### src/hdl/adpcmv_pkg.sv
// shared types, constants and tables for the variable width adpcm encoder
`default_nettype none
package adpcmv_pkg;

    localparam int SAMPLE_W         = 16;
    localparam int IDX_W            = 7;
    localparam int CODE_W           = 5;
    localparam int STEP_W           = 15;
    localparam int FRAME_W          = 12;
    localparam int SPB_W            = 13;
    localparam int BPC_W            = 3;
    localparam int CHC_W            = 2;
    localparam int ADJ_W            = 5;
    localparam int QUEUE_DEPTH      = 2;
    localparam int DEF_MAX_CHANNELS = 2;
    localparam int APB_ADDR_W       = 4;
    localparam int APB_DATA_W       = 32;

    localparam logic [IDX_W-1:0]    IDX_MAX  = 7'd88;
    localparam logic [BPC_W-1:0]    BPC_MIN  = 3'd2;
    localparam logic [BPC_W-1:0]    BPC_MAX  = 3'd5;
    localparam logic [BPC_W-1:0]    BPC_DEF  = 3'd4;
    localparam logic [CHC_W-1:0]    CHC_DEF  = 2'd2;
    localparam logic [SPB_W-1:0]    SPB_DEF  = 13'd505;
    localparam logic [SPB_W-1:0]    SPB_MIN  = 13'd2;
    localparam logic [SPB_W-1:0]    SPB_MAX  = 13'd4096;

    localparam logic [BPC_W-1:0]    BPC_2    = 3'd2;
    localparam logic [BPC_W-1:0]    BPC_3    = 3'd3;
    localparam logic [BPC_W-1:0]    BPC_4    = 3'd4;
    localparam logic [BPC_W-1:0]    BPC_5    = 3'd5;

    typedef enum logic [1:0] {
        REG_BPC = 2'd0,
        REG_CHC = 2'd1,
        REG_SPB = 2'd2
    } t_reg_idx;

    typedef struct packed {
        logic                       hdr;
        logic                       ch;
        logic signed [SAMPLE_W-1:0] sample;
    } t_item;

    localparam logic [STEP_W-1:0] STEP_TAB [0:88] = '{
        15'd7, 15'd8, 15'd9, 15'd10, 15'd11, 15'd12, 15'd13, 15'd14,
        15'd16, 15'd17, 15'd19, 15'd21, 15'd23, 15'd25, 15'd28, 15'd31,
        15'd34, 15'd37, 15'd41, 15'd45, 15'd50, 15'd55, 15'd60, 15'd66,
        15'd73, 15'd80, 15'd88, 15'd97, 15'd107, 15'd118, 15'd130, 15'd143,
        15'd157, 15'd173, 15'd190, 15'd209, 15'd230, 15'd253, 15'd279, 15'd307,
        15'd337, 15'd371, 15'd408, 15'd449, 15'd494, 15'd544, 15'd598, 15'd658,
        15'd724, 15'd796, 15'd876, 15'd963, 15'd1060, 15'd1166, 15'd1282, 15'd1411,
        15'd1552, 15'd1707, 15'd1878, 15'd2066, 15'd2272, 15'd2499, 15'd2749,
        15'd3024, 15'd3327, 15'd3660, 15'd4026, 15'd4428, 15'd4871, 15'd5358,
        15'd5894, 15'd6484, 15'd7132, 15'd7845, 15'd8630, 15'd9493, 15'd10442,
        15'd11487, 15'd12635, 15'd13899, 15'd15289, 15'd16818, 15'd18500,
        15'd20350, 15'd22385, 15'd24623, 15'd27086, 15'd29794, 15'd32767
    };

    localparam logic [ADJ_W-1:0] ADJ5 [0:7] = '{
        5'd1, 5'd2, 5'd4, 5'd6, 5'd8, 5'd10, 5'd13, 5'd16
    };
    localparam logic [ADJ_W-1:0] ADJ4 [0:3] = '{5'd2, 5'd4, 5'd6, 5'd8};
    localparam logic [ADJ_W-1:0] ADJ3 [0:1] = '{5'd1, 5'd2};
    localparam logic [ADJ_W-1:0] ADJ2       = 5'd2;

endpackage
`default_nettype wire

### src/hdl/adpcm_encoder_variable_bits_top.sv
// top level of the variable width adpcm encoder with its register port
//
// Encodes one signed 16-bit sample per accepted request, channels taken in
// turn, and returns one result per sample: a header flag, the channel, the
// updated predictor, the step index and a code of 2 to 5 bits. A new sample
// can be accepted every cycle while the request queue is not full (o_stall
// low); an accepted sample is written into the request queue, then passes the
// combinational quantizer and predictor update into the result register of the
// back end, which holds the state of both channels.
// Registers at byte addresses 0, 4 and 8: bits per code, channel count and
// samples per block; write them only while no sample is in flight.
`default_nettype none
module adpcm_encoder_variable_bits_top
    import adpcmv_pkg::*;
#(
    parameter int MAX_CHANNELS = DEF_MAX_CHANNELS
) (
    input  wire logic                       i_clk,
    input  wire logic                       i_rst_n,
    input  wire logic                       psel,
    input  wire logic                       penable,
    input  wire logic                       pwrite,
    input  wire logic [APB_ADDR_W-1:0]      paddr,
    input  wire logic [APB_DATA_W-1:0]      pwdata,
    output logic [APB_DATA_W-1:0]           prdata,
    output logic                            pready,
    input  wire logic                       i_valid,
    output logic                            o_stall,
    input  wire logic signed [SAMPLE_W-1:0] i_pcm_sample,
    output logic                            o_valid,
    input  wire logic                       i_stall,
    output logic                            o_is_header,
    output logic                            o_channel,
    output logic signed [SAMPLE_W-1:0]      o_predicted_sample,
    output logic [IDX_W-1:0]                o_step_index,
    output logic [CODE_W-1:0]               o_code
);

    logic [BPC_W-1:0] r_bpc;
    logic [CHC_W-1:0] r_chc;
    logic [SPB_W-1:0] r_spb;
    logic             wr_en;
    t_reg_idx         reg_sel;

    logic             q_push;
    logic             q_full;
    logic             q_pop;
    logic             q_empty;
    t_item            front_item;
    t_item            head_item;

    assign pready  = 1'b1;
    assign wr_en   = psel && penable && pwrite && pready;
    assign reg_sel = t_reg_idx'(paddr[3:2]);

    always_comb begin
        case (reg_sel)
            REG_BPC: prdata = {{(APB_DATA_W-BPC_W){1'b0}}, r_bpc};
            REG_CHC: prdata = {{(APB_DATA_W-CHC_W){1'b0}}, r_chc};
            REG_SPB: prdata = {{(APB_DATA_W-SPB_W){1'b0}}, r_spb};
            default: prdata = '0;
        endcase
    end

    always_ff @(posedge i_clk) begin
        if (!i_rst_n) begin
            r_bpc <= BPC_DEF;
            r_chc <= CHC_DEF;
            r_spb <= SPB_DEF;
        end else if (wr_en) begin
            case (reg_sel)
                REG_BPC: r_bpc <= pwdata[BPC_W-1:0];
                REG_CHC: r_chc <= pwdata[CHC_W-1:0];
                REG_SPB: r_spb <= pwdata[SPB_W-1:0];
                default: ;
            endcase
        end
    end

    adpcmv_front #(
        .MAX_CHANNELS (MAX_CHANNELS)
    ) u_front (
        .i_clk        (i_clk),
        .i_rst_n      (i_rst_n),
        .i_cfg_chc    (r_chc),
        .i_cfg_spb    (r_spb),
        .i_valid      (i_valid),
        .o_stall      (o_stall),
        .i_pcm_sample (i_pcm_sample),
        .i_full       (q_full),
        .o_push       (q_push),
        .o_item       (front_item)
    );

    adpcmv_queue u_queue (
        .i_clk   (i_clk),
        .i_rst_n (i_rst_n),
        .i_push  (q_push),
        .i_item  (front_item),
        .o_full  (q_full),
        .i_pop   (q_pop),
        .o_item  (head_item),
        .o_empty (q_empty)
    );

    adpcmv_back #(
        .MAX_CHANNELS (MAX_CHANNELS)
    ) u_back (
        .i_clk              (i_clk),
        .i_rst_n            (i_rst_n),
        .i_cfg_bpc          (r_bpc),
        .i_item             (head_item),
        .i_empty            (q_empty),
        .o_pop              (q_pop),
        .o_valid            (o_valid),
        .i_stall            (i_stall),
        .o_is_header        (o_is_header),
        .o_channel          (o_channel),
        .o_predicted_sample (o_predicted_sample),
        .o_step_index       (o_step_index),
        .o_code             (o_code)
    );

endmodule
`default_nettype wire

### src/hdl/adpcmv_front.sv
// front end: tracks channel and frame position and tags each request
`default_nettype none
module adpcmv_front
    import adpcmv_pkg::*;
#(
    parameter int MAX_CHANNELS = DEF_MAX_CHANNELS
) (
    input  wire logic                       i_clk,
    input  wire logic                       i_rst_n,
    input  wire logic [CHC_W-1:0]           i_cfg_chc,
    input  wire logic [SPB_W-1:0]           i_cfg_spb,
    input  wire logic                       i_valid,
    output logic                            o_stall,
    input  wire logic signed [SAMPLE_W-1:0] i_pcm_sample,
    input  wire logic                       i_full,
    output logic                            o_push,
    output t_item                           o_item
);

    logic [FRAME_W-1:0] r_frame;
    logic [FRAME_W-1:0] n_frame;
    logic               r_chan;
    logic               n_chan;
    logic [CHC_W-1:0]   chans;
    logic [SPB_W-1:0]   spb;
    logic [FRAME_W-1:0] frame_inc;
    logic               last_chan;

    assign o_stall = i_full;
    assign o_push  = i_valid && !i_full;

    always_comb begin
        o_item.hdr    = (r_frame == '0);
        o_item.ch     = r_chan;
        o_item.sample = i_pcm_sample;
    end

    always_comb begin
        chans = (i_cfg_chc == 2'd1) ? 2'd1 : 2'd2;
        if (chans > CHC_W'(MAX_CHANNELS)) begin
            chans = CHC_W'(MAX_CHANNELS);
        end
        spb = i_cfg_spb;
        if (spb < SPB_MIN) begin
            spb = SPB_MIN;
        end
        if (spb > SPB_MAX) begin
            spb = SPB_MAX;
        end
        last_chan = (({1'b0, r_chan} + 2'd1) >= chans);
        frame_inc = r_frame + 1'b1;
        n_frame   = r_frame;
        n_chan    = r_chan;
        if (o_push) begin
            if (last_chan) begin
                n_chan = 1'b0;
                if ({1'b0, frame_inc} >= spb) begin
                    n_frame = '0;
                end else begin
                    n_frame = frame_inc;
                end
            end else begin
                n_chan = 1'b1;
            end
        end
    end

    always_ff @(posedge i_clk) begin
        if (!i_rst_n) begin
            r_frame <= '0;
            r_chan  <= 1'b0;
        end else begin
            r_frame <= n_frame;
            r_chan  <= n_chan;
        end
    end

endmodule
`default_nettype wire

### src/hdl/adpcmv_queue.sv
// short request queue between the front and back ends
`default_nettype none
module adpcmv_queue
    import adpcmv_pkg::*;
(
    input  wire logic  i_clk,
    input  wire logic  i_rst_n,
    input  wire logic  i_push,
    input  wire t_item i_item,
    output logic       o_full,
    input  wire logic  i_pop,
    output t_item      o_item,
    output logic       o_empty
);

    localparam int QAW = (QUEUE_DEPTH > 1) ? $clog2(QUEUE_DEPTH) : 1;
    localparam int QCW = $clog2(QUEUE_DEPTH + 1);

    t_item            r_mem [QUEUE_DEPTH];
    logic [QAW-1:0]   r_wr;
    logic [QAW-1:0]   n_wr;
    logic [QAW-1:0]   r_rd;
    logic [QAW-1:0]   n_rd;
    logic [QCW-1:0]   r_count;
    logic [QCW-1:0]   n_count;
    logic             do_push;
    logic             do_pop;

    assign o_full  = (r_count == QCW'(QUEUE_DEPTH));
    assign o_empty = (r_count == '0);
    assign o_item  = r_mem[r_rd];
    assign do_push = i_push && !o_full;
    assign do_pop  = i_pop && !o_empty;

    always_comb begin
        n_wr    = r_wr;
        n_rd    = r_rd;
        n_count = r_count;
        if (do_push) begin
            n_wr = (r_wr == QAW'(QUEUE_DEPTH - 1)) ? '0 : r_wr + 1'b1;
        end
        if (do_pop) begin
            n_rd = (r_rd == QAW'(QUEUE_DEPTH - 1)) ? '0 : r_rd + 1'b1;
        end
        if (do_push && !do_pop) begin
            n_count = r_count + 1'b1;
        end else if (do_pop && !do_push) begin
            n_count = r_count - 1'b1;
        end
    end

    always_ff @(posedge i_clk) begin
        if (do_push) begin
            r_mem[r_wr] <= i_item;
        end
    end

    always_ff @(posedge i_clk) begin
        if (!i_rst_n) begin
            r_wr    <= '0;
            r_rd    <= '0;
            r_count <= '0;
        end else begin
            r_wr    <= n_wr;
            r_rd    <= n_rd;
            r_count <= n_count;
        end
    end

endmodule
`default_nettype wire

### src/hdl/adpcmv_back.sv
// back end: per-channel predictor state, quantizer and result register
`default_nettype none
module adpcmv_back
    import adpcmv_pkg::*;
#(
    parameter int MAX_CHANNELS = DEF_MAX_CHANNELS
) (
    input  wire logic                 i_clk,
    input  wire logic                 i_rst_n,
    input  wire logic [BPC_W-1:0]     i_cfg_bpc,
    input  wire t_item                i_item,
    input  wire logic                 i_empty,
    output logic                      o_pop,
    output logic                      o_valid,
    input  wire logic                 i_stall,
    output logic                      o_is_header,
    output logic                      o_channel,
    output logic signed [SAMPLE_W-1:0] o_predicted_sample,
    output logic [IDX_W-1:0]          o_step_index,
    output logic [CODE_W-1:0]         o_code
);

    logic signed [SAMPLE_W-1:0] r_pred [MAX_CHANNELS];
    logic [IDX_W-1:0]           r_pos  [MAX_CHANNELS];
    logic                       r_valid;
    logic                       r_hdr;
    logic                       r_ch;
    logic signed [SAMPLE_W-1:0] r_out_pred;
    logic [IDX_W-1:0]           r_out_idx;
    logic [CODE_W-1:0]          r_code;

    logic signed [SAMPLE_W-1:0] n_pred;
    logic [IDX_W-1:0]           n_idx;
    logic [CODE_W-1:0]          n_code;

    logic [BPC_W-1:0]           bpc;
    logic [BPC_W-1:0]           nmag;
    logic signed [SAMPLE_W-1:0] pred;
    logic [IDX_W-1:0]           pos;
    logic [IDX_W-1:0]           idx;
    logic [STEP_W-1:0]          step;
    logic [STEP_W-1:0]          step_b;
    logic signed [SAMPLE_W:0]   diff_s;
    logic [SAMPLE_W:0]          diff_n;
    logic                       neg;
    logic [SAMPLE_W-1:0]        rem;
    logic [SAMPLE_W:0]          recon;
    logic [3:0]                 mag;
    logic                       qbit;
    logic                       upper;
    logic [ADJ_W-1:0]           adj;
    logic signed [IDX_W:0]      nidx;
    logic signed [SAMPLE_W+2:0] psum;

    assign o_pop              = !i_empty && (!r_valid || !i_stall);
    assign o_valid            = r_valid;
    assign o_is_header        = r_hdr;
    assign o_channel          = r_ch;
    assign o_predicted_sample = r_out_pred;
    assign o_step_index       = r_out_idx;
    assign o_code             = r_code;

    always_comb begin
        bpc = (i_cfg_bpc >= BPC_MIN && i_cfg_bpc <= BPC_MAX) ? i_cfg_bpc : BPC_DEF;
        nmag   = bpc - 1'b1;
        pred   = r_pred[i_item.ch];
        pos    = r_pos[i_item.ch];
        idx    = (pos > IDX_MAX) ? IDX_MAX : pos;
        step   = STEP_TAB[idx];
        diff_s = {i_item.sample[SAMPLE_W-1], i_item.sample} - {pred[SAMPLE_W-1], pred};
        neg    = diff_s[SAMPLE_W];
        diff_n = ~diff_s + 1'b1;
        rem    = neg ? diff_n[SAMPLE_W-1:0] : diff_s[SAMPLE_W-1:0];
        mag    = '0;
        step_b = '0;
        qbit   = 1'b0;

        // magnitude: one compare and subtract per magnitude bit
        if (bpc == BPC_2) begin
            recon = {3'b000, step[STEP_W-1:1]};
            if (rem >= {2'b00, step[STEP_W-1:1]}) begin
                mag   = 4'd1;
                recon = recon + {2'b00, step};
            end
        end else begin
            recon = {2'b00, step >> nmag};
            for (int b = 0; b < 4; b++) begin
                if (b < int'(nmag)) begin
                    step_b = step >> b;
                    qbit   = (rem >= {1'b0, step_b});
                    mag    = {mag[2:0], qbit};
                    if (qbit) begin
                        rem   = rem - {1'b0, step_b};
                        recon = recon + {2'b00, step_b};
                    end
                end
            end
        end

        case (bpc)
            BPC_5: begin
                upper  = mag[3];
                adj    = ADJ5[mag[2:0]];
                n_code = {neg, mag[3:0]};
            end
            BPC_4: begin
                upper  = mag[2];
                adj    = ADJ4[mag[1:0]];
                n_code = {1'b0, neg, mag[2:0]};
            end
            BPC_3: begin
                upper  = mag[1];
                adj    = ADJ3[mag[0]];
                n_code = {2'b00, neg, mag[1:0]};
            end
            default: begin
                upper  = mag[0];
                adj    = ADJ2;
                n_code = {3'b000, neg, mag[0]};
            end
        endcase

        nidx = upper ? $signed({1'b0, idx}) + $signed({3'b000, adj})
                     : $signed({1'b0, idx}) - 8'sd1;
        if (nidx[IDX_W]) begin
            n_idx = '0;
        end else if (nidx[IDX_W-1:0] > IDX_MAX) begin
            n_idx = IDX_MAX;
        end else begin
            n_idx = nidx[IDX_W-1:0];
        end

        psum = neg ? $signed({{3{pred[SAMPLE_W-1]}}, pred}) - $signed({2'b00, recon})
                   : $signed({{3{pred[SAMPLE_W-1]}}, pred}) + $signed({2'b00, recon});
        if (psum > 19'sd32767) begin
            n_pred = 16'sd32767;
        end else if (psum < -19'sd32768) begin
            n_pred = -16'sd32768;
        end else begin
            n_pred = psum[SAMPLE_W-1:0];
        end

        // header sample loads the predictor and keeps the index
        if (i_item.hdr) begin
            n_pred = i_item.sample;
            n_idx  = pos;
            n_code = '0;
        end
    end

    always_ff @(posedge i_clk) begin
        if (!i_rst_n) begin
            for (int c = 0; c < MAX_CHANNELS; c++) begin
                r_pred[c] <= '0;
                r_pos[c]  <= '0;
            end
        end else if (o_pop) begin
            r_pred[i_item.ch] <= n_pred;
            r_pos[i_item.ch]  <= n_idx;
        end
    end

    always_ff @(posedge i_clk) begin
        if (!i_rst_n) begin
            r_valid <= 1'b0;
        end else if (o_pop) begin
            r_valid <= 1'b1;
        end else if (!i_stall) begin
            r_valid <= 1'b0;
        end
    end

    always_ff @(posedge i_clk) begin
        if (o_pop) begin
            r_hdr      <= i_item.hdr;
            r_ch       <= i_item.ch;
            r_out_pred <= n_pred;
            r_out_idx  <= n_idx;
            r_code     <= n_code;
        end
    end

endmodule
`default_nettype wire
### config.mk
export PLATFORM = sky130hd
export DESIGN_NAME = adpcm_encoder_variable_bits_top
export DESIGN_NICKNAME = d
export VERILOG_FILES = /design/src/hdl/adpcmv_pkg.sv /design/src/hdl/adpcm_encoder_variable_bits_top.sv /design/src/hdl/adpcmv_front.sv /design/src/hdl/adpcmv_queue.sv /design/src/hdl/adpcmv_back.sv
export SDC_FILE = /design/constraint.sdc
export NUM_CORES = 1
export LEC_CHECK = 0
export BUFFER_PORTS_ARGS = -buffer_cell sky130_fd_sc_hd__buf_2
export CORE_MARGIN = 2
export CORE_UTILIZATION = 64
export CTS_CLUSTER_SIZE = 20
export DETAILED_ROUTE_END_ITERATION = 16
export GPL_ROUTABILITY_DRIVEN = 1
export MAX_ROUTING_LAYER = met4
export PLACE_DENSITY = 0.84
export SKIP_CTS_REPAIR_TIMING = 1
export SLEW_MARGIN = 20
export SYNTH_ARGS = -nofsm -noshare
export SYNTH_HDL_FRONTEND = slang
export SYNTH_SLANG_ARGS = --single-unit
### constraint.sdc
create_clock -name i_clk -period 28.7 [get_ports i_clk]
set_input_delay 0 -clock i_clk [delete_from_list [all_inputs] [get_ports i_clk]]
set_output_delay 0 -clock i_clk [all_outputs]
set_load 0.05 [all_outputs]
# Yosys cells after proc, flatten, opt, wreduce, memory -nomap -nowiden

Memory sizes are Yosys's and may differ from the RTL's. A register that Yosys moved wholly into a read port is not among the register bits.
Index checks and enable logic that the tools add are counted.

Bits of input ports: 59
Word-level logic and storage cells: 184
Bits in registers: 66
Memories: 5
Memory bits (writable): 82
Output and inout bits: 65
ROM bits: 1960

Memories:

| name             | depth | width | read ports | clocked after Yosys merged registers in | write ports | line               | RTL |
|---|---|---|---|---|---|---|---|
| (name not given) | 128   | 15    | 1          | 0                                       | 0           | adpcmv_back.sv:69  | `step = STEP_TAB[idx];` |
| (name not given) | 8     | 5     | 1          | 0                                       | 0           | adpcmv_back.sv:103 | `adj = ADJ5[mag[2:0]];` |
| u_queue.r_mem    | 2     | 18    | 1          | 1                                       | 1           | adpcmv_queue.sv:19 | `t_item r_mem [QUEUE_DEPTH];` |
| u_back.r_pred    | 2     | 16    | 1          | 0                                       | 2           | adpcmv_back.sv:23  | `logic signed [SAMPLE_W-1:0] r_pred [MAX_CHANNELS];` |
| u_back.r_pos     | 2     | 7     | 1          | 0                                       | 2           | adpcmv_back.sv:24  | `logic [IDX_W-1:0] r_pos [MAX_CHANNELS];` |

Bitwise gates (word level): 5
Mux-type cells: 79
Reductions and logical operators: 26
Equal/unequal tests: 9
$lt $le $gt $ge: 24
Shifts and indexed selects: 1
$add $sub $neg: 21

Operators with widths:

| operator              | count |
|---|---|
| $mux 16               | 14 |
| $mux 17               | 13 |
| $pmux 13 s3           | 1 |
| $mux 7                | 5 |
| $ge 16x14->1          | 2 |
| $mux 15               | 2 |
| $mux 5                | 6 |
| $pmux 5 s3            | 2 |
| $mux 13               | 2 |
| $add 16x18->19        | 1 |
| $gt 19x16->1 const B  | 1 |
| $lt 19x16->1 const B  | 1 |
| $mux 1                | 19 |
| $mux 19               | 1 |
| $sub 16x18->19        | 1 |
| $add 17x12->17        | 1 |
| $add 17x13->17        | 1 |
| $add 17x14->17        | 1 |
| $sub 16x16->17        | 1 |
| $add 14x15->16        | 1 |
| $add 15x15->16        | 1 |
| $add 16x1->16 const B | 1 |
| $ge 16x12->1          | 1 |
| $ge 16x13->1          | 1 |
| 53 further kinds      | 85 |

# Longest topological paths before layout

Gate-level depths: netlist of run 1.
An unclocked memory read counts as a cell.

Depth after elaboration: 34
Gate-level depth with buffers: 112
Mapped depth without buffers: 95

# By module

From an unflattened synthesis of run 1, not the netlist that was laid out.

Cell total of the unflattened synthesis: 2459
Area total of the unflattened synthesis: 20230.7 um2

Modules (own cells, without submodules):

| module                          | area each (um2) | cells an instance | instances | sequential area each (um2) |
|---|---|---|---|---|
| adpcmv_back                     | 16364.4         | 2108              | 1         | 2302.2 |
| adpcmv_queue                    | 1530.2          | 81                | 1         | 1181.1 |
| adpcmv_front                    | 1282.5          | 144               | 1         | 260.2 |
| adpcm_encoder_variable_bits_top | 1053.5          | 126               | 1         | 360.3 |

# Least setup slack after synthesis of run 1

No wires, ideal clock.

Path type: flip-flop to flip-flop
Start: reg (tool-made name)
End: mem u_back.r_pred[0][5], data pin
Cell stages (with the launch flop): 111
Arrival time: 21.941 ns
Buffers on the path: 21
Clock period less this slack: 22.234 ns
Slack: 6.466 ns
Setup time: 0.293 ns
Required time: 28.407 ns
Cell sequence: dfxtp_1 > buf_4 > mux2i_4 > buf_6 > buf_2 > buf_1 > buf_1 > mux2_2 > ha_1 > inv_1 > ha_1 > a21o_1 > a31oi_1 > maj3_1 > a2111oi_1 > nor2_1 > a21oi_1 > clkbuf_1 > [75 not listed] > or4b_1 > buf_2 > nor4_2 > and4_1 > and2b_1 > nand2_1 > nand2_1 > xnor2_1 > ha_1 > clkbuf_1 > a21o_1 > a211oi_1 > o22ai_2 > xnor2_1 > o211ai_1 > a21oi_4 > buf_6 > a221oi_1

RTL lines:

| item             | line |
|---|---|
| end: declaration | adpcmv_back.sv:23 |

==> PnR_summary.wiki, run 1 <==
{| class="wikitable"
! Metric !! Value
|-
| Sequential element share of the synthesized area || 0.2083
|-
| Share of the synthesized area in compound gates (AO/OA/AOI/OAI) || 0.2657
|-
| Finished Core Util || 0.7013
|-
| Wire length of the first global-routing pass || 92940 microns
|-
| Synth Area in Adders || 0.1404
|-
| Detailed-placement wirelength estimate || 43500 microns
|-
| Type of the worst min-delay path || input pin to flop
|-
| Clock insertion delay at the later pin of the skew report || 430 ps
|-
| Xor and xnor fraction of the mapped netlist area || 0.07460
|-
| Top achievable clock speed || just over 40 MHz
|-
| I/O pin count || 124
|-
| Fin. Hold Viols || 0
|-
| Register area || 0.004104 sq mm
|-
| Length in cells of the worst reg-to-reg path || 87
|-
| Maximum number of pins on one net before global-route repair || 46
|-
| Multi-input logic area || about 0.015 sq mm
|-
| Slowest stage cell, crit path || sky130_fd_sc_hd__a211oi_1
|-
| Average instance area after synthesis || 8.063 sq um
|-
| Actual transition at the worst max-transition pin || 1089 ps
|-
| Total inserted antenna cells || 0
|-
| Per-cell via count in the routed design || 6.713
|-
| Hold Crit Depth || 2
|-
| TritonCTS clock tree || done
|-
| Area growth syn-to-layout || 8.286%
|-
| Site row count || 64
|-
| Post-Synth Simple-Gate Area || 0.1730
|-
| Setup repair after global routing missed its margin || false
|-
| Post-layout nets || 2787
|-
| Detail Route met2 WL || 27480 microns
|-
| Critical path required time || 28910 ps
|-
| Reg2reg setup slack || 4000 ps
|-
| Initial antenna violation count || 0
|-
| Element type at the critical path start || flop
|-
| Clock period minus final worst setup slack || roughly 25000 ps
|-
| Initial Util || 0.6476
|-
| Overflow left after global routing || 0
|-
| Number of global-route vias before repair || 18355
|-
| Number of fillers in the final layout || 2339
|-
| GRT Resource Usage Total || 0.3577
|-
| Length of routed wiring on met1 || 24220 microns
|-
| Sinks on Clock Net || 149
|-
| Peak fanout along the critical path || 39
|-
| Dominant register cell in the synthesized netlist || sky130_fd_sc_hd__edfxtp_1
|-
| Synthesis Warnings || 0
|-
| Met3 wire length || 5256 microns
|-
| Mapped cell area || 0.01971 sq mm
|-
| Placeable core region || 0.03043 sq mm
|-
| Number of flops mapped to enable cells by yosys || 112
|-
| Average wire per cell in the routed design || 20.51 microns
|-
| Period Utilization, post-route || 0.8605
|-
| Destination of the worst hold path || r_chc[1]
|-
| Wire length reported by the detailed router || between 50000 and 60000 microns
|-
| Fraction of layout cells with a size suffix above 1 || 0.1164
|-
| Async S/R FF share, synth || 0
|-
| Largest family of logic cells by synthesized area || compound AO/OA/AOI/OAI gates
|-
| Vias || 19616
|-
| Top-area cell type share of the netlist area || 0.1707
|-
| Cell with the most instances on the worst path || sky130_fd_sc_hd__a21oi_1
|-
| Clk pin slew, worst setup/hold paths || 70 ps
|-
| Global placement routability congestion || 1.016
|-
| Critical setup path kind || flop to flop
|-
| Number of remaining DRC errors || 0
|-
| Post-route setup TNS || 0 ps
|-
| Number of synthesized register bits || 149
|-
| Die Outline Area || 0.03221 sq mm
|-
| Kind of end point of the critical path || flop
|-
| Cell types occupying the most area after synthesis || sky130_fd_sc_hd__edfxtp_1, sky130_fd_sc_hd__ha_1, sky130_fd_sc_hd__a21oi_1, sky130_fd_sc_hd__xnor2_1, sky130_fd_sc_hd__nand2_1
|-
| H-tree lvl count || 4
|-
| Reg2Reg Capture Point || u_back.r_pred[0][6]
|-
| Fraction of synthesized area in multiplexers || 0.07905
|-
| ANT nets after route || 0
|-
| Maximum count of clock buffers along a single path || 2
|-
| Width of the die || approximately 180 microns
|-
| Delay of the slowest critical-path stage || 700 ps
|-
| Port Buffer Count || 82
|-
| Library cells used by synthesis || 113
|-
| Critical path arrival || about 25000 ps
|-
| Cell taking the most area after synthesis || sky130_fd_sc_hd__edfxtp_1
|-
| Final Max Tran Viols || 0
|-
| Maximum capacitance violations || 0
|-
| CTS root buffer || sky130_fd_sc_hd__clkbuf_16
|-
| Run status || completed
|-
| Number of clock buffers inserted by TritonCTS || 17
|-
| Number of DRC markers after the initial detailed-route iteration || 1971
|-
| Launch point of the worst hold path || i_rst_n
|-
| Setup Skew || 10.08 ps
|-
| Worst max-slew margin expressed relative to the limit || 0.2696
|-
| Number of failing setup endpoints in the final timing report || 0
|-
| Height of the die || 179.5 microns
|-
| Cell count after synthesis || 2444
|-
| Top Layer Used || met4
|-
| Number of detailed-routing iterations run before antenna repair || 6
|}
cells in the final DEF (no fill, tap or decap), types with 17 or more instances in the layout:
master	synthesis	layout
sky130_fd_sc_hd__o21ai_0	131	130
sky130_fd_sc_hd__a21boi_0	19	19
sky130_fd_sc_hd__nor2b_1	26	26
sky130_fd_sc_hd__and2_1	25	25
sky130_fd_sc_hd__a31oi_1	22	22
sky130_fd_sc_hd__ha_1	206	206
sky130_fd_sc_hd__o211ai_1	36	36
sky130_fd_sc_hd__nor3_1	31	31
sky130_fd_sc_hd__buf_2	12	82
sky130_fd_sc_hd__xor2_1	46	46
sky130_fd_sc_hd__o21bai_1	53	53
sky130_fd_sc_hd__or3_1	18	18
sky130_fd_sc_hd__buf_4	22	37
sky130_fd_sc_hd__o21a_1	25	25
sky130_fd_sc_hd__conb_1	2	20
sky130_fd_sc_hd__a21o_1	49	49
sky130_fd_sc_hd__o21ai_1	21	21
sky130_fd_sc_hd__edfxtp_1	112	112
sky130_fd_sc_hd__mux2i_1	54	51
sky130_fd_sc_hd__o31ai_1	18	18
sky130_fd_sc_hd__a21oi_1	233	230
sky130_fd_sc_hd__nand4_1	17	17
sky130_fd_sc_hd__a211oi_1	29	29
sky130_fd_sc_hd__dlygate4sd3_1	0	32
sky130_fd_sc_hd__nand2_1	229	227
sky130_fd_sc_hd__mux2_2	72	72
sky130_fd_sc_hd__inv_1	143	142
sky130_fd_sc_hd__nor2_1	203	203
sky130_fd_sc_hd__nand3_1	49	49
sky130_fd_sc_hd__xnor2_1	120	120
sky130_fd_sc_hd__nand2b_1	44	44
sky130_fd_sc_hd__clkbuf_16	0	18
sky130_fd_sc_hd__dfxtp_1	37	37
kinds of logic after synthesis:
logic type	Yosys count
other	2
AO/OA/AOI/OAI	787
multiplexers	138
AND/OR/NAND/NOR	715
adder cells (fa/ha/maj)	216
XOR/XNOR	167
buffers and inverters	270
flip-flops	149
critical path, delay by kind of cell, from the launching register on:
family	cells	cell delay (ps)
AO/OA/AOI/OAI	51	12030
AND/OR/NAND/NOR	15	4520
adder cells (fa/ha/maj)	6	2410
multiplexers	6	2390
buffers and inverters	7	2380
flip-flops	1	320
XOR/XNOR	2	300
per-stage QoR:
stage / setup slack (ps) / hold WS [ps] / area (sq um) / cells
3_3_place_gp: 4747 / 187.2 / 20400 / 2856
3_5_place_dp: 4237 / 190.7 / 20400 / 2856
5_1_grt: 2623 / 29.37 / 21340 / 2922
6_report: 4003 / 20.22 / 21340 / 2922
4_1_cts: 4115 / -246.1 / 20980 / 2888
2_1_floorplan: 6466 / 98.87 / 19770 / 2462
area by class of cell:
type | count | area share
well taps | 396 | 0.02322
flip-flops and latches | 149 | 0.1923
clock buffers | 18 | 0.02111
multi-input cells | 2043 | 0.6820
repair buffers | 153 | 0.04890
clock inverters | 14 | 0.006215
inverters | 149 | 0.02621
worst max-delay path by stage:
stage          startpoint                            to  slack (ps)  cells after the start
3_3_place_gp         flop  u_back.o_predicted_sample[4]        4750                     89
5_1_grt              flop           u_back.r_pred[1][3]        2620                     92
3_5_place_dp         flop           u_back.r_pred[0][4]        4240                     89
2_1_floorplan        flop           u_back.r_pred[0][5]        6470                    110
4_1_cts              flop           u_back.r_pred[1][7]        4120                     89
6_report             flop           u_back.r_pred[0][6]        4000                     87
flip-flops by register name, indices dropped and copies added (netlist names), 3 cells and up, named ones only:
signal and flops:
u_front.r_frame 12, r_spb 13, u_queue.r_mem 36, u_back.o_predicted_sample 16, u_back.r_pred 32, u_back.r_pos 14, u_back.o_step_index 7, r_bpc 3
u_back.o_code 5
layer usage:
layer / vias to the layer above / track usage
li1: 9076 / -
met1: 9177 / 0.4610
met2: 1156 / 0.5664
met3: 207 / 0.04295
met4: 0 / 0.1584
met5: - / -
cell usage after synthesis (19+ instances only):
master and instances:
sky130_fd_sc_hd__a31oi_1 22, sky130_fd_sc_hd__o21a_1 25, sky130_fd_sc_hd__edfxtp_1 112, sky130_fd_sc_hd__nor3_1 31, sky130_fd_sc_hd__ha_1 206, sky130_fd_sc_hd__nand2b_1 44, sky130_fd_sc_hd__clkbuf_1 72, sky130_fd_sc_hd__o211ai_1 36
sky130_fd_sc_hd__nand3_1 49, sky130_fd_sc_hd__and2_1 25, sky130_fd_sc_hd__xor2_1 46, sky130_fd_sc_hd__o21ai_1 21, sky130_fd_sc_hd__o21ai_0 131, sky130_fd_sc_hd__mux2_2 72, sky130_fd_sc_hd__a21boi_0 19, sky130_fd_sc_hd__a21oi_1 233
sky130_fd_sc_hd__mux2i_1 54, sky130_fd_sc_hd__a211oi_1 29, sky130_fd_sc_hd__dfxtp_1 37, sky130_fd_sc_hd__o21bai_1 53, sky130_fd_sc_hd__xnor2_1 120, sky130_fd_sc_hd__nor2b_1 26, sky130_fd_sc_hd__a21o_1 49, sky130_fd_sc_hd__nand2_1 229
sky130_fd_sc_hd__inv_1 143, sky130_fd_sc_hd__buf_4 22, sky130_fd_sc_hd__nor2_1 203
Power of run 1 is not shown: default switching activity piles up to over one toggle a cycle in this logic, so the estimate is an artifact.
==> run 2, diff against run 1 <==
- CORE_UTILIZATION: 64 -> 40
- PLACE_DENSITY: 0.84 -> 0.57
==> run 2 against run 1 <==
  * Global-route usage down 11 points
  * Non-clock buffer count up 2
  * Clock skew up 2.2 ps
  * Die area up 59%
  * Core utilization down 26 points
  * The flow now finishes with violations (hold timing)
  * Setup slack worse by 240 ps
  * Wire length up 2.5%
  * Design area up 1.9%
  * Largest cell class unchanged
  * Count of clock-buffer cells in the layout up 5
  * First-iteration DRC count down 30%
==> PnR_summary.wiki, run 2 (synthesized netlist as in run 1, its figures left out) <==
{| class="wikitable"
! Metric !! Value
|-
| Maximum number of pins on one net before global-route repair || 46 (unchanged)
|-
| GRT Resource Usage Total || 0.2444 (was 0.3577)
|-
| Delay of the slowest critical-path stage || 940 ps (was 700 ps)
|-
| Clk pin slew, worst setup/hold paths || 60 ps (was 70 ps)
|-
| Wire length reported by the detailed router || 61420 microns (was 59920 microns)
|-
| Vias || 18611 (was 19616)
|-
| Initial Util || 0.4043 (was 0.6476)
|-
| Top achievable clock speed || 40.10 MHz (was 40.49 MHz)
|-
| Fraction of layout cells with a size suffix above 1 || 0.1163 (was 0.1164)
|-
| Number of remaining DRC errors || 0 (unchanged)
|-
| Wire length of the first global-routing pass || 96440 microns (was 92940 microns)
|-
| Critical path arrival || 25040 ps (was 24910 ps)
|-
| Number of DRC markers after the initial detailed-route iteration || 1386 (was 1971)
|-
| Hold Slack || -5.825 ps (was 20.22 ps)
|-
| CP Capture Point || u_back.o_predicted_sample[8] (was u_back.r_pred[0][6])
|-
| Global placement routability congestion || 0.9217 (was 1.016)
|-
| Failing checks || hold timing
|-
| H-tree lvl count || 4 (unchanged)
|-
| Clock insertion delay at the later pin of the skew report || 440 ps (was 430 ps)
|-
| Placeable core region || 0.04875 sq mm (was 0.03043 sq mm)
|-
| Number of clock buffers inserted by TritonCTS || 17 (unchanged)
|-
| Post-layout nets || 2789 (was 2787)
|-
| Cell with the most instances on the worst path || sky130_fd_sc_hd__a21oi_1 (unchanged)
|-
| Average wire per cell in the routed design || 19.24 microns (was 20.51 microns)
|-
| Reg2reg setup slack || 3760 ps (was 4000 ps)
|-
| Slowest stage cell, crit path || sky130_fd_sc_hd__a21oi_4 (was sky130_fd_sc_hd__a211oi_1)
|-
| Number of global-route vias before repair || 17607 (was 18355)
|-
| Period Utilization, post-route || 0.8688 (was 0.8605)
|-
| Post-route setup TNS || 0 ps (unchanged)
|-
| Final Max Tran Viols || 0 (unchanged)
|-
| Height of the die || 226.0 microns (was 179.5 microns)
|-
| Overflow left after global routing || 0 (unchanged)
|-
| Type of the worst min-delay path || input pin to flop (unchanged)
|-
| Setup Skew || 12.25 ps (was 10.08 ps)
|-
| Most common cell after layout, fill and taps aside || sky130_fd_sc_hd__a21oi_1 (unchanged)
|-
| Initial antenna violation count || 0 (unchanged)
|-
| Maximum capacitance violations || 0 (unchanged)
|-
| Fin. Hold Viols || 1 (was 0)
|-
| Number of detailed-routing iterations run before antenna repair || 6 (unchanged)
|-
| Critical path required time || 28810 ps (was 28910 ps)
|-
| Sinks on Clock Net || 149 (unchanged)
|-
| Number of failing setup endpoints in the final timing report || 0 (unchanged)
|-
| Maximum count of clock buffers along a single path || 2 (unchanged)
|-
| Total inserted antenna cells || 0 (unchanged)
|-
| Site row count || 81 (was 64)
|-
| Detailed-placement wirelength estimate || 47370 microns (was 43500 microns)
|-
| Per-cell via count in the routed design || 5.831 (was 6.713)
|-
| Actual transition at the worst max-transition pin || 1107 ps (was 1089 ps)
|-
| Die Outline Area || 0.05106 sq mm (was 0.03221 sq mm)
|-
| Peak fanout along the critical path || 45 (was 39)
|-
| Reg2Reg Capture Point || u_back.o_predicted_sample[8] (was u_back.r_pred[0][6])
|-
| TritonCTS clock tree || done (unchanged)
|-
| CTS root buffer || sky130_fd_sc_hd__clkbuf_16 (unchanged)
|-
| Area growth syn-to-layout || 10.32% (was 8.286%)
|-
| Kind of end point of the critical path || flop (unchanged)
|-
| Port Buffer Count || 82 (unchanged)
|-
| Run status || complete, but fails checks (was completed)
|-
| Largest register FFs || 36 (unchanged)
|-
| Length in cells of the worst reg-to-reg path || 97 (was 87)
|-
| I/O pin count || 124 (unchanged)
|-
| Element type at the critical path start || flop (unchanged)
|-
| Setup repair after global routing missed its margin || false (unchanged)
|-
| Worst max-slew margin expressed relative to the limit || 0.2599 (was 0.2696)
|-
| Critical setup path kind || flop to flop (unchanged)
|-
| Clock period minus final worst setup slack || 24940 ps (was 24700 ps)
|-
| Most flop-heavy register || u_queue.r_mem (unchanged)
|-
| Width of the die || 226.0 microns (was 179.5 microns)
|-
| Highest-count cells in the layout ignoring fill and taps || sky130_fd_sc_hd__a21oi_1, sky130_fd_sc_hd__nand2_1, sky130_fd_sc_hd__ha_1, sky130_fd_sc_hd__nor2_1, sky130_fd_sc_hd__inv_1 (unchanged)
|-
| ANT nets after route || 0 (unchanged)
|}
==> run 2: cell count changes in the layout (fill, tap and decap cells not counted), sizes merged <==
| cell | before | now |
|---|---|---|
| clkbuf | 19 | 24 |
| dlygate4sd3 | 32 | 33 |
| clkinv | 10 | 6 |
| inv | 152 | 150 |
| buf | 120 | 121 |
| bufinv | 0 | 1 |
==> run 2: cell type report <==
class,count,area (sq um)
clock buffer,23,533.0
timing repair buffer,155,1041
multi-input combinational,2043,14570
fill,4882,27010
sequential,149,4104
clock inverter,9,101.3
tap,664,830.8
inverter,149,559.3
==> run 2: layer usage <==
metal  vias up  track usage  wire length [microns]
met5         -            -                      0
met4         0      0.06858                   1526
met3        71      0.02901                   3273
met2       543       0.3900                  28280
met1      8921       0.3261                  28340
li1       9076            -                      -
==> run 2: worst max-delay path, delay by kind of cell (launching register included) <==
| kind | cells | cell delay (ps) |
|---|---|---|
| buffers and inverters | 9 | 2170 |
| flip-flops | 1 | 310 |
| adder cells (fa/ha/maj) | 9 | 2730 |
| XOR/XNOR | 1 | 160 |
| AO/OA/AOI/OAI | 55 | 12880 |
| AND/OR/NAND/NOR | 17 | 3750 |
| multiplexers | 6 | 2430 |
==> run 2: worst min path at each step <==
| stage | from | endpoint | cells after the start |
|---|---|---|---|
| 2_1_floorplan | i_pcm_sample[0] | u_queue.r_mem[0][0] | 0 |
| 3_5_place_dp | i_pcm_sample[9] | u_queue.r_mem[0][9] | 1 |
| 5_1_grt | i_rst_n | r_bpc[2] | 2 |
| 6_report | i_rst_n | r_bpc[2] | 2 |
| 3_3_place_gp | i_pcm_sample[8] | u_queue.r_mem[0][8] | 1 |
| 4_1_cts | i_pcm_sample[8] | u_queue.r_mem[1][8] | 1 |
==> run 2: metrics by stage <==
stage,setup WS (ps),hold slack [ps],cells,utilization,instance area [sq um]
after floorplan,6466,98.87,2462,-,19770
final,3765,-5.825,3192,0.4460,21740
after detailed placement,4226,191.6,3126,0.4258,20760
after global routing,1919,20.74,3192,0.4460,21740
after CTS,4127,-270.4,3158,0.4388,21390
after global placement,4313,189.2,3126,0.4258,20760
Power of run 2 is left out for the same reason.
